File: src/design/sm4_pkg.sv
// Shared types, constants and round functions for the SM4 block cipher.
package sm4_pkg;

   localparam int ROUND_COUNT = 32;
   localparam int ROUND_W     = $clog2(ROUND_COUNT);
   localparam logic [ROUND_W-1:0] ROUND_LAST = ROUND_W'(ROUND_COUNT - 1);

   // Configuration register indexes
   localparam logic REG_KEY_UPPER = 1'b0;
   localparam logic REG_KEY_LOWER = 1'b1;

   // Request operation codes
   localparam logic OP_ENCRYPT = 1'b0;
   localparam logic OP_DECRYPT = 1'b1;

   // System parameter FK
   localparam logic [31:0] FK0 = 32'hA3B1BAC6;
   localparam logic [31:0] FK1 = 32'h56AA3350;
   localparam logic [31:0] FK2 = 32'h677D9197;
   localparam logic [31:0] FK3 = 32'hB27022DC;

   localparam logic [7:0] SBOX [256] = '{
      8'hD6,8'h90,8'hE9,8'hFE,8'hCC,8'hE1,8'h3D,8'hB7,
      8'h16,8'hB6,8'h14,8'hC2,8'h28,8'hFB,8'h2C,8'h05,
      8'h2B,8'h67,8'h9A,8'h76,8'h2A,8'hBE,8'h04,8'hC3,
      8'hAA,8'h44,8'h13,8'h26,8'h49,8'h86,8'h06,8'h99,
      8'h9C,8'h42,8'h50,8'hF4,8'h91,8'hEF,8'h98,8'h7A,
      8'h33,8'h54,8'h0B,8'h43,8'hED,8'hCF,8'hAC,8'h62,
      8'hE4,8'hB3,8'h1C,8'hA9,8'hC9,8'h08,8'hE8,8'h95,
      8'h80,8'hDF,8'h94,8'hFA,8'h75,8'h8F,8'h3F,8'hA6,
      8'h47,8'h07,8'hA7,8'hFC,8'hF3,8'h73,8'h17,8'hBA,
      8'h83,8'h59,8'h3C,8'h19,8'hE6,8'h85,8'h4F,8'hA8,
      8'h68,8'h6B,8'h81,8'hB2,8'h71,8'h64,8'hDA,8'h8B,
      8'hF8,8'hEB,8'h0F,8'h4B,8'h70,8'h56,8'h9D,8'h35,
      8'h1E,8'h24,8'h0E,8'h5E,8'h63,8'h58,8'hD1,8'hA2,
      8'h25,8'h22,8'h7C,8'h3B,8'h01,8'h21,8'h78,8'h87,
      8'hD4,8'h00,8'h46,8'h57,8'h9F,8'hD3,8'h27,8'h52,
      8'h4C,8'h36,8'h02,8'hE7,8'hA0,8'hC4,8'hC8,8'h9E,
      8'hEA,8'hBF,8'h8A,8'hD2,8'h40,8'hC7,8'h38,8'hB5,
      8'hA3,8'hF7,8'hF2,8'hCE,8'hF9,8'h61,8'h15,8'hA1,
      8'hE0,8'hAE,8'h5D,8'hA4,8'h9B,8'h34,8'h1A,8'h55,
      8'hAD,8'h93,8'h32,8'h30,8'hF5,8'h8C,8'hB1,8'hE3,
      8'h1D,8'hF6,8'hE2,8'h2E,8'h82,8'h66,8'hCA,8'h60,
      8'hC0,8'h29,8'h23,8'hAB,8'h0D,8'h53,8'h4E,8'h6F,
      8'hD5,8'hDB,8'h37,8'h45,8'hDE,8'hFD,8'h8E,8'h2F,
      8'h03,8'hFF,8'h6A,8'h72,8'h6D,8'h6C,8'h5B,8'h51,
      8'h8D,8'h1B,8'hAF,8'h92,8'hBB,8'hDD,8'hBC,8'h7F,
      8'h11,8'hD9,8'h5C,8'h41,8'h1F,8'h10,8'h5A,8'hD8,
      8'h0A,8'hC1,8'h31,8'h88,8'hA5,8'hCD,8'h7B,8'hBD,
      8'h2D,8'h74,8'hD0,8'h12,8'hB8,8'hE5,8'hB4,8'hB0,
      8'h89,8'h69,8'h97,8'h4A,8'h0C,8'h96,8'h77,8'h7E,
      8'h65,8'hB9,8'hF1,8'h09,8'hC5,8'h6E,8'hC6,8'h84,
      8'h18,8'hF0,8'h7D,8'hEC,8'h3A,8'hDC,8'h4D,8'h20,
      8'h79,8'hEE,8'h5F,8'h3E,8'hD7,8'hCB,8'h39,8'h48
   };

   // Controller to datapath commands
   typedef struct packed {
      logic               load_key;    // seed state with key ^ FK
      logic               load_block;  // capture request block and op
      logic               round_en;    // run one round on the state
      logic               expand;      // round is a key expansion round
      logic               first_read;  // fetch first round key of a new request
      logic               out_load;    // move state into result register
      logic [ROUND_W-1:0] round;       // current round index
   } cmd_type;

   // Datapath to controller status
   typedef struct packed {
      logic out_full;                  // result register holds an untaken result
   } stat_type;

   // Byte-wise S-box substitution
   function automatic logic [31:0] sub_word(input logic [31:0] x);
      return {SBOX[x[31:24]], SBOX[x[23:16]], SBOX[x[15:8]], SBOX[x[7:0]]};
   endfunction

   function automatic logic [31:0] rotl(input logic [31:0] x, input int n);
      return (x << n) | (x >> (32 - n));
   endfunction

   // Linear transform L used by the data rounds
   function automatic logic [31:0] lin_data(input logic [31:0] t);
      return t ^ rotl(t, 2) ^ rotl(t, 10) ^ rotl(t, 18) ^ rotl(t, 24);
   endfunction

   // Linear transform L' used by the key rounds
   function automatic logic [31:0] lin_key(input logic [31:0] t);
      return t ^ rotl(t, 13) ^ rotl(t, 23);
   endfunction

   // CK constant: byte j of word i is (4i+j)*7 mod 256
   function automatic logic [31:0] ck_word(input logic [ROUND_W-1:0] idx);
      logic [31:0] w;
      logic [7:0]  base;
      w    = '0;
      base = 8'({idx, 2'b00});
      for (int j = 0; j < 4; j++) begin
         w = {w[23:0], 8'((base + 8'(j)) * 8'd7)};
      end
      return w;
   endfunction

endpackage

File: src/design/sm4_ctrl.sv
// Sequencer for key expansion, cipher rounds and result hand-off.
module sm4_ctrl (
   input  logic              clock,
   input  logic              reset,
   input  logic              csr_wr_en,
   input  logic              req_tvalid,
   output logic              req_tready,
   input  sm4_pkg::stat_type stat,
   output sm4_pkg::cmd_type  cmd
);
   import sm4_pkg::*;

   typedef enum logic [3:0] {
      ST_IDLE   = 4'b0001,
      ST_EXPAND = 4'b0010,
      ST_CRYPT  = 4'b0100,
      ST_DRAIN  = 4'b1000
   } state_type;

   state_type          state_ff, state_in;
   logic [ROUND_W-1:0] round_ff, round_in;
   logic               keys_ready_ff, keys_ready_in;

   // Next state and commands
   always_comb begin
      state_in      = state_ff;
      round_in      = round_ff;
      keys_ready_in = keys_ready_ff;
      req_tready    = 1'b0;
      cmd           = '0;
      cmd.round     = round_ff;
      unique case (state_ff)
         ST_IDLE: begin
            cmd.first_read = 1'b1;
            req_tready     = keys_ready_ff;
            if (!keys_ready_ff && !csr_wr_en) begin
               cmd.load_key = 1'b1;
               round_in     = '0;
               state_in     = ST_EXPAND;
            end else if (keys_ready_ff && req_tvalid) begin
               cmd.load_block = 1'b1;
               round_in       = '0;
               state_in       = ST_CRYPT;
            end
         end
         ST_EXPAND: begin
            // a key write restarts the expansion from IDLE
            if (csr_wr_en) begin
               state_in = ST_IDLE;
            end else begin
               cmd.round_en = 1'b1;
               cmd.expand   = 1'b1;
               round_in     = ROUND_W'(round_ff + 1'b1);
               if (round_ff == ROUND_LAST) begin
                  keys_ready_in = 1'b1;
                  state_in      = ST_IDLE;
               end
            end
         end
         ST_CRYPT: begin
            cmd.round_en = 1'b1;
            round_in     = ROUND_W'(round_ff + 1'b1);
            if (round_ff == ROUND_LAST) begin
               state_in = ST_DRAIN;
            end
         end
         ST_DRAIN: begin
            if (!stat.out_full) begin
               cmd.out_load = 1'b1;
               state_in     = ST_IDLE;
            end
         end
         default: begin
            state_in = ST_IDLE;
         end
      endcase
      if (csr_wr_en) begin
         keys_ready_in = 1'b0;
      end
   end

   // State registers
   always_ff @(posedge clock) begin
      if (reset) begin
         state_ff      <= ST_IDLE;
         round_ff      <= '0;
         keys_ready_ff <= 1'b0;
      end else begin
         state_ff      <= state_in;
         round_ff      <= round_in;
         keys_ready_ff <= keys_ready_in;
      end
   end

endmodule

File: src/design/sm4_datapath.sv
// Key registers, round key store, shared round unit and result register.
module sm4_datapath (
   input  logic              clock,
   input  logic              reset,
   input  sm4_pkg::cmd_type  cmd,
   output sm4_pkg::stat_type stat,
   input  logic              csr_wr_en,
   input  logic              csr_index,
   input  logic [63:0]       csr_wdata,
   input  logic [127:0]      req_tdata,
   input  logic              req_tuser,
   output logic              rsp_tvalid,
   input  logic              rsp_tready,
   output logic [127:0]      rsp_tdata
);
   import sm4_pkg::*;

   logic [63:0]        key_upper_ff, key_lower_ff;
   logic [31:0]        x_ff [4];
   logic [31:0]        x_in [4];
   logic               op_ff;
   logic [31:0]        rk_store_ff [ROUND_COUNT];
   logic [31:0]        rk_ff;
   logic [ROUND_W-1:0] rd_addr;
   logic [31:0]        mix, t, nx;
   logic               rsp_valid_ff;
   logic [127:0]       rsp_data_ff;

   // Key registers
   always_ff @(posedge clock) begin
      if (reset) begin
         key_upper_ff <= '0;
         key_lower_ff <= '0;
      end else if (csr_wr_en) begin
         unique case (csr_index)
            REG_KEY_UPPER: key_upper_ff <= csr_wdata;
            REG_KEY_LOWER: key_lower_ff <= csr_wdata;
            default:       key_upper_ff <= key_upper_ff;
         endcase
      end
   end

   // Shared round unit: S-box then L or L'
   always_comb begin
      mix = x_ff[1] ^ x_ff[2] ^ x_ff[3] ^ (cmd.expand ? ck_word(cmd.round) : rk_ff);
      t   = sub_word(mix);
      nx  = x_ff[0] ^ (cmd.expand ? lin_key(t) : lin_data(t));
   end

   // State word update
   always_comb begin
      x_in = x_ff;
      if (cmd.load_key) begin
         x_in[0] = key_upper_ff[63:32] ^ FK0;
         x_in[1] = key_upper_ff[31:0]  ^ FK1;
         x_in[2] = key_lower_ff[63:32] ^ FK2;
         x_in[3] = key_lower_ff[31:0]  ^ FK3;
      end else if (cmd.load_block) begin
         x_in[0] = req_tdata[63:32];
         x_in[1] = req_tdata[31:0];
         x_in[2] = req_tdata[127:96];
         x_in[3] = req_tdata[95:64];
      end else if (cmd.round_en) begin
         x_in[0] = x_ff[1];
         x_in[1] = x_ff[2];
         x_in[2] = x_ff[3];
         x_in[3] = nx;
      end
   end

   always_ff @(posedge clock) begin
      x_ff <= x_in;
      if (cmd.load_block) begin
         op_ff <= req_tuser;
      end
   end

   // Round key for the next round is read ahead into a register; decrypt walks the store backward
   assign rd_addr = cmd.first_read ? {ROUND_W{req_tuser == OP_DECRYPT}}
                  : ROUND_W'(cmd.round + 1'b1) ^ {ROUND_W{op_ff == OP_DECRYPT}};

   always_ff @(posedge clock) begin
      if (cmd.round_en && cmd.expand) begin
         rk_store_ff[cmd.round] <= nx;
      end
      rk_ff <= rk_store_ff[rd_addr];
   end

   // Result register
   always_ff @(posedge clock) begin
      if (reset) begin
         rsp_valid_ff <= 1'b0;
      end else if (cmd.out_load) begin
         rsp_valid_ff <= 1'b1;
      end else if (rsp_tready) begin
         rsp_valid_ff <= 1'b0;
      end
      if (cmd.out_load) begin
         rsp_data_ff <= {x_ff[1], x_ff[0], x_ff[3], x_ff[2]};
      end
   end

   assign stat.out_full = rsp_valid_ff && !rsp_tready;
   assign rsp_tvalid    = rsp_valid_ff;
   assign rsp_tdata     = rsp_data_ff;

endmodule

File: src/design/sm4_block_cipher.sv
// Top level of the SM4 block cipher engine.
// SM4 engine with a 128-bit key written through two 64-bit registers
// (index 0 holds MK0:MK1, index 1 holds MK2:MK3). Every key write starts a
// key expansion (a seed step, then the key rounds) that fills the 32-word
// round key store; no request is accepted until it finishes, and a further
// key write restarts it. A request carries the block in req_tdata and the
// operation in req_tuser (0 encrypt, 1 decrypt). Each block passes through
// an accept step, the rounds through the single shared S-box/L round unit
// reading one round key per cycle from the store, and a load of the result
// register, which waits while an untaken result is still held there. The
// next request is accepted while a result waits in that register.
module sm4_block_cipher (
   input  logic         clock,
   input  logic         reset,
   // configuration
   input  logic         csr_wr_en,
   input  logic         csr_index,
   input  logic [63:0]  csr_wdata,
   // request channel
   input  logic         req_tvalid,
   output logic         req_tready,
   input  logic [127:0] req_tdata,   // block_upper[63:0], block_lower[127:64]
   input  logic         req_tuser,   // op[0]
   // response channel
   output logic         rsp_tvalid,
   input  logic         rsp_tready,
   output logic [127:0] rsp_tdata    // result_upper[63:0], result_lower[127:64]
);
   import sm4_pkg::*;

   cmd_type  cmd;
   stat_type stat;

   sm4_ctrl u_ctrl (
      .clock      (clock),
      .reset      (reset),
      .csr_wr_en  (csr_wr_en),
      .req_tvalid (req_tvalid),
      .req_tready (req_tready),
      .stat       (stat),
      .cmd        (cmd)
   );

   sm4_datapath u_datapath (
      .clock      (clock),
      .reset      (reset),
      .cmd        (cmd),
      .stat       (stat),
      .csr_wr_en  (csr_wr_en),
      .csr_index  (csr_index),
      .csr_wdata  (csr_wdata),
      .req_tdata  (req_tdata),
      .req_tuser  (req_tuser),
      .rsp_tvalid (rsp_tvalid),
      .rsp_tready (rsp_tready),
      .rsp_tdata  (rsp_tdata)
   );

   // A key write invalidates the round keys before the next request
   a_key_write_blocks: assert property (@(posedge clock) disable iff (reset)
      csr_wr_en |=> !req_tready)
      else $error("request accepted right after a key write");

   // Only one block in flight
   a_one_in_flight: assert property (@(posedge clock) disable iff (reset)
      (req_tvalid && req_tready) |=> !req_tready)
      else $error("second request accepted while a block is in flight");

   // A pending result is never overwritten
   a_no_overwrite: assert property (@(posedge clock) disable iff (reset)
      cmd.out_load |-> (!rsp_tvalid || rsp_tready))
      else $error("result register overwritten before it was taken");

   // Loading a block or the key seed never coincides with a round
   a_load_excl: assert property (@(posedge clock) disable iff (reset)
      (cmd.load_block || cmd.load_key) |-> !cmd.round_en)
      else $error("state load collides with a round");

endmodule

File: config.mk
export PLATFORM = sky130hd
export DESIGN_NAME = sm4_block_cipher
export DESIGN_NICKNAME = d
export VERILOG_FILES = /design/src/design/sm4_pkg.sv /design/src/design/sm4_ctrl.sv /design/src/design/sm4_datapath.sv /design/src/design/sm4_block_cipher.sv
export SDC_FILE = /design/constraint.sdc
export NUM_CORES = 2
export LEC_CHECK = 0
export BUFFER_PORTS_ARGS = -buffer_cell sky130_fd_sc_hd__buf_2
export CAP_MARGIN = 5
export CELL_PAD_IN_SITES_DETAIL_PLACEMENT = 0
export CELL_PAD_IN_SITES_GLOBAL_PLACEMENT = 2
export CORE_MARGIN = 2
export CORE_UTILIZATION = 40
export CTS_BUF_LIST = sky130_fd_sc_hd__clkbuf_2
export DETAILED_ROUTE_END_ITERATION = 8
export PLACE_DENSITY_LB_ADDON = 0.08
export SETUP_SLACK_MARGIN = 0.2
export SLEW_MARGIN = 20
export SYNTH_ARGS = -nofsm -noshare
export SYNTH_HDL_FRONTEND = slang
export SYNTH_HIERARCHICAL = 1
export SYNTH_SLANG_ARGS = --single-unit
File: constraint.sdc
create_clock -name clock -period 13.2 [get_ports clock]
set_clock_uncertainty 0.05 [all_clocks]
set_input_delay 0.66 -clock clock [delete_from_list [all_inputs] [get_ports clock]]
set_output_delay 0.66 -clock clock [all_outputs]
set_load 0.1 [all_outputs]
== Word level (Yosys, flattened, before mapping) ==
Memory sizes are Yosys's and may differ from the RTL's. A register that Yosys moved wholly into a read port is not among the register bits.
Index checks and enable logic that the tools add are counted.
W data, S select, Z words.

* Register bits after elaboration: 396
* Bits in writable memories: 1024
* ROM bits: 8192
* Output and inout port bits: 130
* Memories: 5

* $add $sub $neg: 4
* $mul: 4
* Magnitude comparators: 4
* Equality and inequality tests: 10
* Multiplexer cells: 40
* Bitwise gates (word level): 26
* Reductions and logical operators: 16

{| class="wikitable"
|+ Memory list
! memory !! words !! bits a word !! rd ports !! clocked after memory_dff !! wr ports !! RTL line !! source
|-
| (no name shown) || 256 || 8 || 1 || 0 || 0 || sm4_pkg.sv:75 || <nowiki>return {SBOX[x[31:24]], SBOX[x[23:16]], SBOX[x[15:8]], SBOX[x[7:0]]};</nowiki>
|-
| (no name shown) || 256 || 8 || 1 || 0 || 0 || sm4_pkg.sv:75 ||
|-
| (no name shown) || 256 || 8 || 1 || 0 || 0 || sm4_pkg.sv:75 ||
|-
| (no name shown) || 256 || 8 || 1 || 0 || 0 || sm4_pkg.sv:75 ||
|-
| u_datapath.rk_store_ff || 32 || 32 || 1 || 1 || 1 || sm4_datapath.sv:22 || <nowiki>logic [31:0] rk_store_ff [ROUND_COUNT];</nowiki>
|}

{| class="wikitable"
|+ Operator list
! operator !! number
|-
| $mux W128 || 3
|-
| $xor A32 B32 Y32 || 10
|-
| $mux W32 || 2
|-
| $mux W8 || 8
|-
| $ge A9 B9 Y1 const B || 4
|-
| $not A8 Y9 || 4
|-
| $or A32 B10 Y32 || 1
|-
| $or A32 B13 Y32 || 1
|-
| $or A32 B18 Y32 || 1
|-
| $or A32 B2 Y32 || 1
|-
| $or A32 B23 Y32 || 1
|-
| $or A32 B24 Y32 || 1
|-
| $not A14 Y14 || 2
|-
| $mul A8 B3 Y8 const B || 3
|-
| $mux W4 || 6
|-
| $mux W5 || 4
|-
| $not A19 Y19 || 1
|-
| $not A17 Y17 || 1
|-
| $add A7 B2 Y8 const B || 2
|-
| $pmux W4 S4 || 1
|-
| $pmux W5 S3 || 1
|-
| $mux W1 || 12
|-
| $add A7 B1 Y8 const B || 1
|-
| $mul A5 B3 Y6 const B || 1
|-
| other kinds (22) || 32
|}

== Depth between registers and ports, before layout ==
* Word-level depth: 18
* Depth in mapped cells: 24
* Depth with buffers taken out: 18

== Cells and area by module ==
Netlist, hierarchy kept.

{| class="wikitable"
|+ Modules (own cells, without submodules)
! module !! instances !! cells an instance !! area an instance (um2)
|-
| sm4_datapath || 1 || 5883 || 71099.4
|-
| sm4_ctrl || 1 || 70 || 605.6
|}

== Worst setup path before layout ==
OpenSTA, ideal clock, no wires.

* Kind: register -> register
* Start point: register u_datapath.rsp_valid_ff, in the netlist u_datapath/rsp_tvalid
* End point: register u_datapath.rsp_data_ff[0], in the netlist u_datapath/rsp_tdata[0], enable pin
* Library setup time: 0.935 ns
* Data arrival time: 13.152 ns
* Data required time: 12.215 ns
* Slack: -0.937 ns
* Stages on the path, launching flop included: 3
* Period minus slack after synthesis: 14.137 ns
* Path through: dfxtp_1 nor2b_1 nor4bb_1

{| class="wikitable"
|+ RTL lines
! element !! RTL line !! source
|-
| start, declared || sm4_datapath.sv:26 || <nowiki>logic rsp_valid_ff;</nowiki>
|-
| start signal, assigned || sm4_datapath.sv:92 || <nowiki>rsp_valid_ff <= 1'b0;</nowiki>
|-
| start signal, assigned || sm4_datapath.sv:94 || <nowiki>rsp_valid_ff <= 1'b1;</nowiki>
|-
| start signal, assigned || sm4_datapath.sv:96 || <nowiki>rsp_valid_ff <= 1'b0;</nowiki>
|-
| end signal, assigned || sm4_datapath.sv:99 || <nowiki>rsp_data_ff <= {x_ff[1], x_ff[0], x_ff[3], x_ff[2]};</nowiki>
|-
| end, declared || sm4_datapath.sv:27 || <nowiki>logic [127:0] rsp_data_ff;</nowiki>
|}

==> flow_results.org <==
** Synth
- The most used flip-flop cell after synthesis is edfxtp_1.
- The synthesized netlist contains approximately 130 unique library cells.
- In the post-synthesis netlist, the cell with the most instances is edfxtp_1.
- Number of enable-type register cells in the synthesized netlist :: about 1.3k
- Async set-or-reset flop fraction in the synthesized netlist :: 0%
- After synthesis, flip-flops and latches occupy roughly three fifths of the total area.
- The synthesized design devotes to its leading area cell type 53.6% of total area.
- Synthesized net count :: between 6k and 7k
- The largest total area in the synthesized netlist belongs to edfxtp_1.
- Top cells by area, synth :: edfxtp_1 54%, a21oi_1 5.0%, dfxtp_1 4.8%
- Cell area after technology mapping :: about 72000 um^2
- Gate count after technology mapping :: between 5k and 6k
- Ranking of synthesized cells by instance count :: 1281 x edfxtp_1, 710 x a21oi_1, 585 x nand2_1, 357 x o21ai_0, 308 x clkbuf_1
- Yosys Warn Count :: 6
- Mean post-synth cell area :: 12.0 um^2
- FF+latch count, synth :: 1452

** GRT
- Total global routing overflow :: 0
- Vias in the first global route :: roughly 57k
- The initial antenna violation count came to 16.
- Total routing resource utilization after global routing :: 32.0%
- Entering global routing, the biggest net connects 162 pins.
- First-pass GRT wire length :: 422 mm

** Route
- In this run the remaining antenna-violating nets after routing total 0.
- Drt pass-1 iters :: 6
- In the routed layout, each cell is associated on average with a via count of around 6.3.
- Total detailed-routing wirelength :: around 300 mm
- Across all layers, the routed design uses 59.0k vias.
- Post-DR wirelength/cell :: roughly 32 um
- First DRT Iteration DRCs :: approximately 7.0k
- After detailed routing, the number of remaining DRC violations is 0.

** Clock tree
- Clock-pin slew was measured on the worst setup and hold paths at ~0.12 ns.
- CTS H-Tree Depth :: 5
- The clock passes through at most 4 buffers.
- Clock Tree Root :: clkbuf_2
- TritonCTS clock tree :: done
- After clock tree synthesis, the repair step resized 0 gates.
- Once the clock tree was built, the setup fixing pass inserted 0 buffers.
- Clock latency on the worst-skew pair, taken at its later pin, is 1.96 ns.
- Post-cts hold buffer count :: between 400 and 500
- CTS saw approximately 1.5k sinks.
- In this run, CTS created clock tree buffers numbering between 300 and 400.

** Placed design
- At the end of routability-driven placement, the weighted congestion stood at 0.950.
- Number of I/O port buffers :: about 330
- Summing all placed instances gives a cell area of 76200 um^2.
- After legalization and detailed placement, the total HPWL measured between 150 and 200 mm.

** Cells and area
- At the end of the flow the core is filled with cells to between 40% and 50%.
- The area growth from synthesis to layout is 17.1%.
- The post-route netlist has between 20% and 30% of its cells at a drive strength greater than 1.
- After routing the design area is between 80000 and 90000 um^2.
- Count of filler cells inserted in the layout :: 16.6k
- After the last flow step, the layout net total stands at around 7.0k.

** Worst setup path
- Arrival time worst endpoint :: between 9 and 10 ns
- Sequence of cells on the critical path :: nor3b_1, and2_4, buf_4, clkinv_1, buf_4, o211ai_2, nand3_1, o22ai_1, a211oi_1, nor4_1, o21ai_1, xnor2_1, xnor2_1, o21ai_1, xnor2_2, buf_4, o221a_2, dlygate4sd3_1
- The slowest stage of the critical path belongs to the cell nor4_1.
- Broken down by cell family, the worst path's largest delay share belongs to simple AND/OR/NAND/NOR gates.
- Startpoint type of the worst setup path :: flip-flop
- Worst setup path startpoint :: u_ctrl/state_ff[1]
- The worst setup path is captured at a flip-flop.
- In this run the critical register-to-register path is launched from u_ctrl/state_ff[1].
- Of all nets on the critical path, the largest fanout is 53.
- Cell seen most often among critical-path stages :: buf_4
- At the worst endpoint, the required time is ~15 ns.
- The number of buffers and inverters on the critical path is 5.
- The critical path in this run is classified as reg2reg.
- Delay of the slowest critical-path stage :: roughly 0.85 ns

** STA
- Shortest clock period the worst path allows after layout :: roughly 8.4 ns
- Worst hold slack across all endpoints :: 0.209 ns
- Final setup violating endpoints :: 0
- Total negative slack for setup checks :: 0 ns
- Setup repair after global routing missed its margin :: no
- After layout, the worst path uses 63.9% of the clock period.
- Worst Max-Slew Pin Slew :: approximately 1.3 ns
- The max-slew violation count came to 0.
- The final number of hold-violating endpoints is 0.
- For this run, the top clock speed supported by timing is between 100 and 150 MHz.
- Measured against its own limit, the worst slew margin works out to between 10% and 20%.

** Flow run
- Max-cap violations in this run came to 0.

** Floorplan
- The floorplan step set the die height to around 430 um.
- Number of top-level pins :: between 300 and 400
- Width of the chip :: ~430 um
- Placeable core region :: 178000 um^2
- The die covers ~180000 um^2.
- For this configuration, the core starts out at a cell density of about two fifths.
- In this run the core area contains roughly 160 standard-cell rows.

** Run status
- The flow ran to the end, and the final reports show no timing, DRC or antenna violations.

** Min path
- Startpoint of the most critical hold path :: req_tdata[89]
- The tightest min-delay check is of the in2reg type.
==> layer usage <==
metal / global-route usage (%) / vias up / wire [um]
li1: - / 25300 / -
met1: 45.3 / 30000 / 127000
met2: 49.1 / 3167 / 138000
met3: 6.49 / 551 / 25900
met4: 10.8 / 8 / 9840
met5: 0 / - / 55
==> layout make-up <==
type,count,area [um^2],area share [%]
clock buffer,561,2810,3.34
sequential,1452,41900,49.9
multi-input combinational,3944,28200,33.6
inverter,19,71.3,0.0849
timing repair buffer,960,7540,8.97
tap,2355,2950,3.51
antenna,12,30.0,0.0358
clock inverter,98,508,0.605
==> sequential cells by signal, indices dropped and copies added (netlist names) <==
name,flops
u_datapath/op_ff,1
u_datapath/key_upper_ff,64
u_datapath/rsp_tvalid,1
u_ctrl/round_ff,5
u_ctrl/state_ff,4
u_datapath/rsp_tdata,128
u_datapath/rk_ff,32
u_datapath/x_ff,128
u_datapath/key_lower_ff,64
u_ctrl/keys_ready_ff,1
u_datapath/rk_store_ff,1024
==> placed cells by master, fill, tap and decap left out, types with 29 or more instances in the layout <==
cell / instances
nand2_1: 584
a21oi_1: 710
xnor2_2: 39
o21ai_0: 356
xnor2_1: 102
a221oi_1: 47
a22oi_1: 29
ha_1: 31
a31oi_1: 71
nor2_4: 36
mux4_2: 128
a21o_1: 49
o211ai_1: 51
nor2b_1: 60
nor2_1: 246
edfxtp_1: 1281
buf_4: 193
o21ai_1: 33
xor2_1: 84
dfxtp_1: 171
dlygate4sd3_1: 436
nor3_1: 76
nand3_1: 81
buf_2: 327
mux2i_1: 76
a211oi_1: 197
o221ai_1: 297
o22ai_1: 63
clkinv_1: 76
clkbuf_2: 561
==> worst min-delay path, stage by stage <==
cell	delay, ns
dlygate4sd3_1	0.55
buf_2	0.11
o21ai_0	0.24
nor3_1	0.21
==> logic make-up after synthesis <==
| group | synth area share [%] |
|---|---|
| muxes | 5.22 |
| buffers and inverters | 3.47 |
| DFF | 58.4 |
| and+or+nand+nor | 7.48 |
| xor gates and xnor gates | 4.19 |
| AOI/OAI and AO/OA | 20.4 |
| adders and majority gates | 0.778 |
==> stage by stage <==
step | std cells | setup slack, ns
6_report | 9401 | 4.77
3_3_place_gp | 8293 | 5.13
2_1_floorplan | 5953 | 4.11
3_5_place_dp | 8293 | 5.18
4_1_cts | 9389 | 5.05
5_1_grt | 9397 | 4.46
==> final timing paths <==
| path | to | slack [ns] | depth (start not counted) |
|---|---|---|---|
| max | u_datapath/x_ff[21] | 4.77 | 18 |
| min | u_datapath/x_ff[25] | 0.21 | 4 |
| max reg2reg | u_datapath/x_ff[21] | 4.77 | 18 |
| min reg2reg | u_datapath/rsp_tdata[94] | 0.39 | 0 |
Power is not shown: default switching activity piles up to over one toggle a cycle in this logic, so the estimate is an artifact.
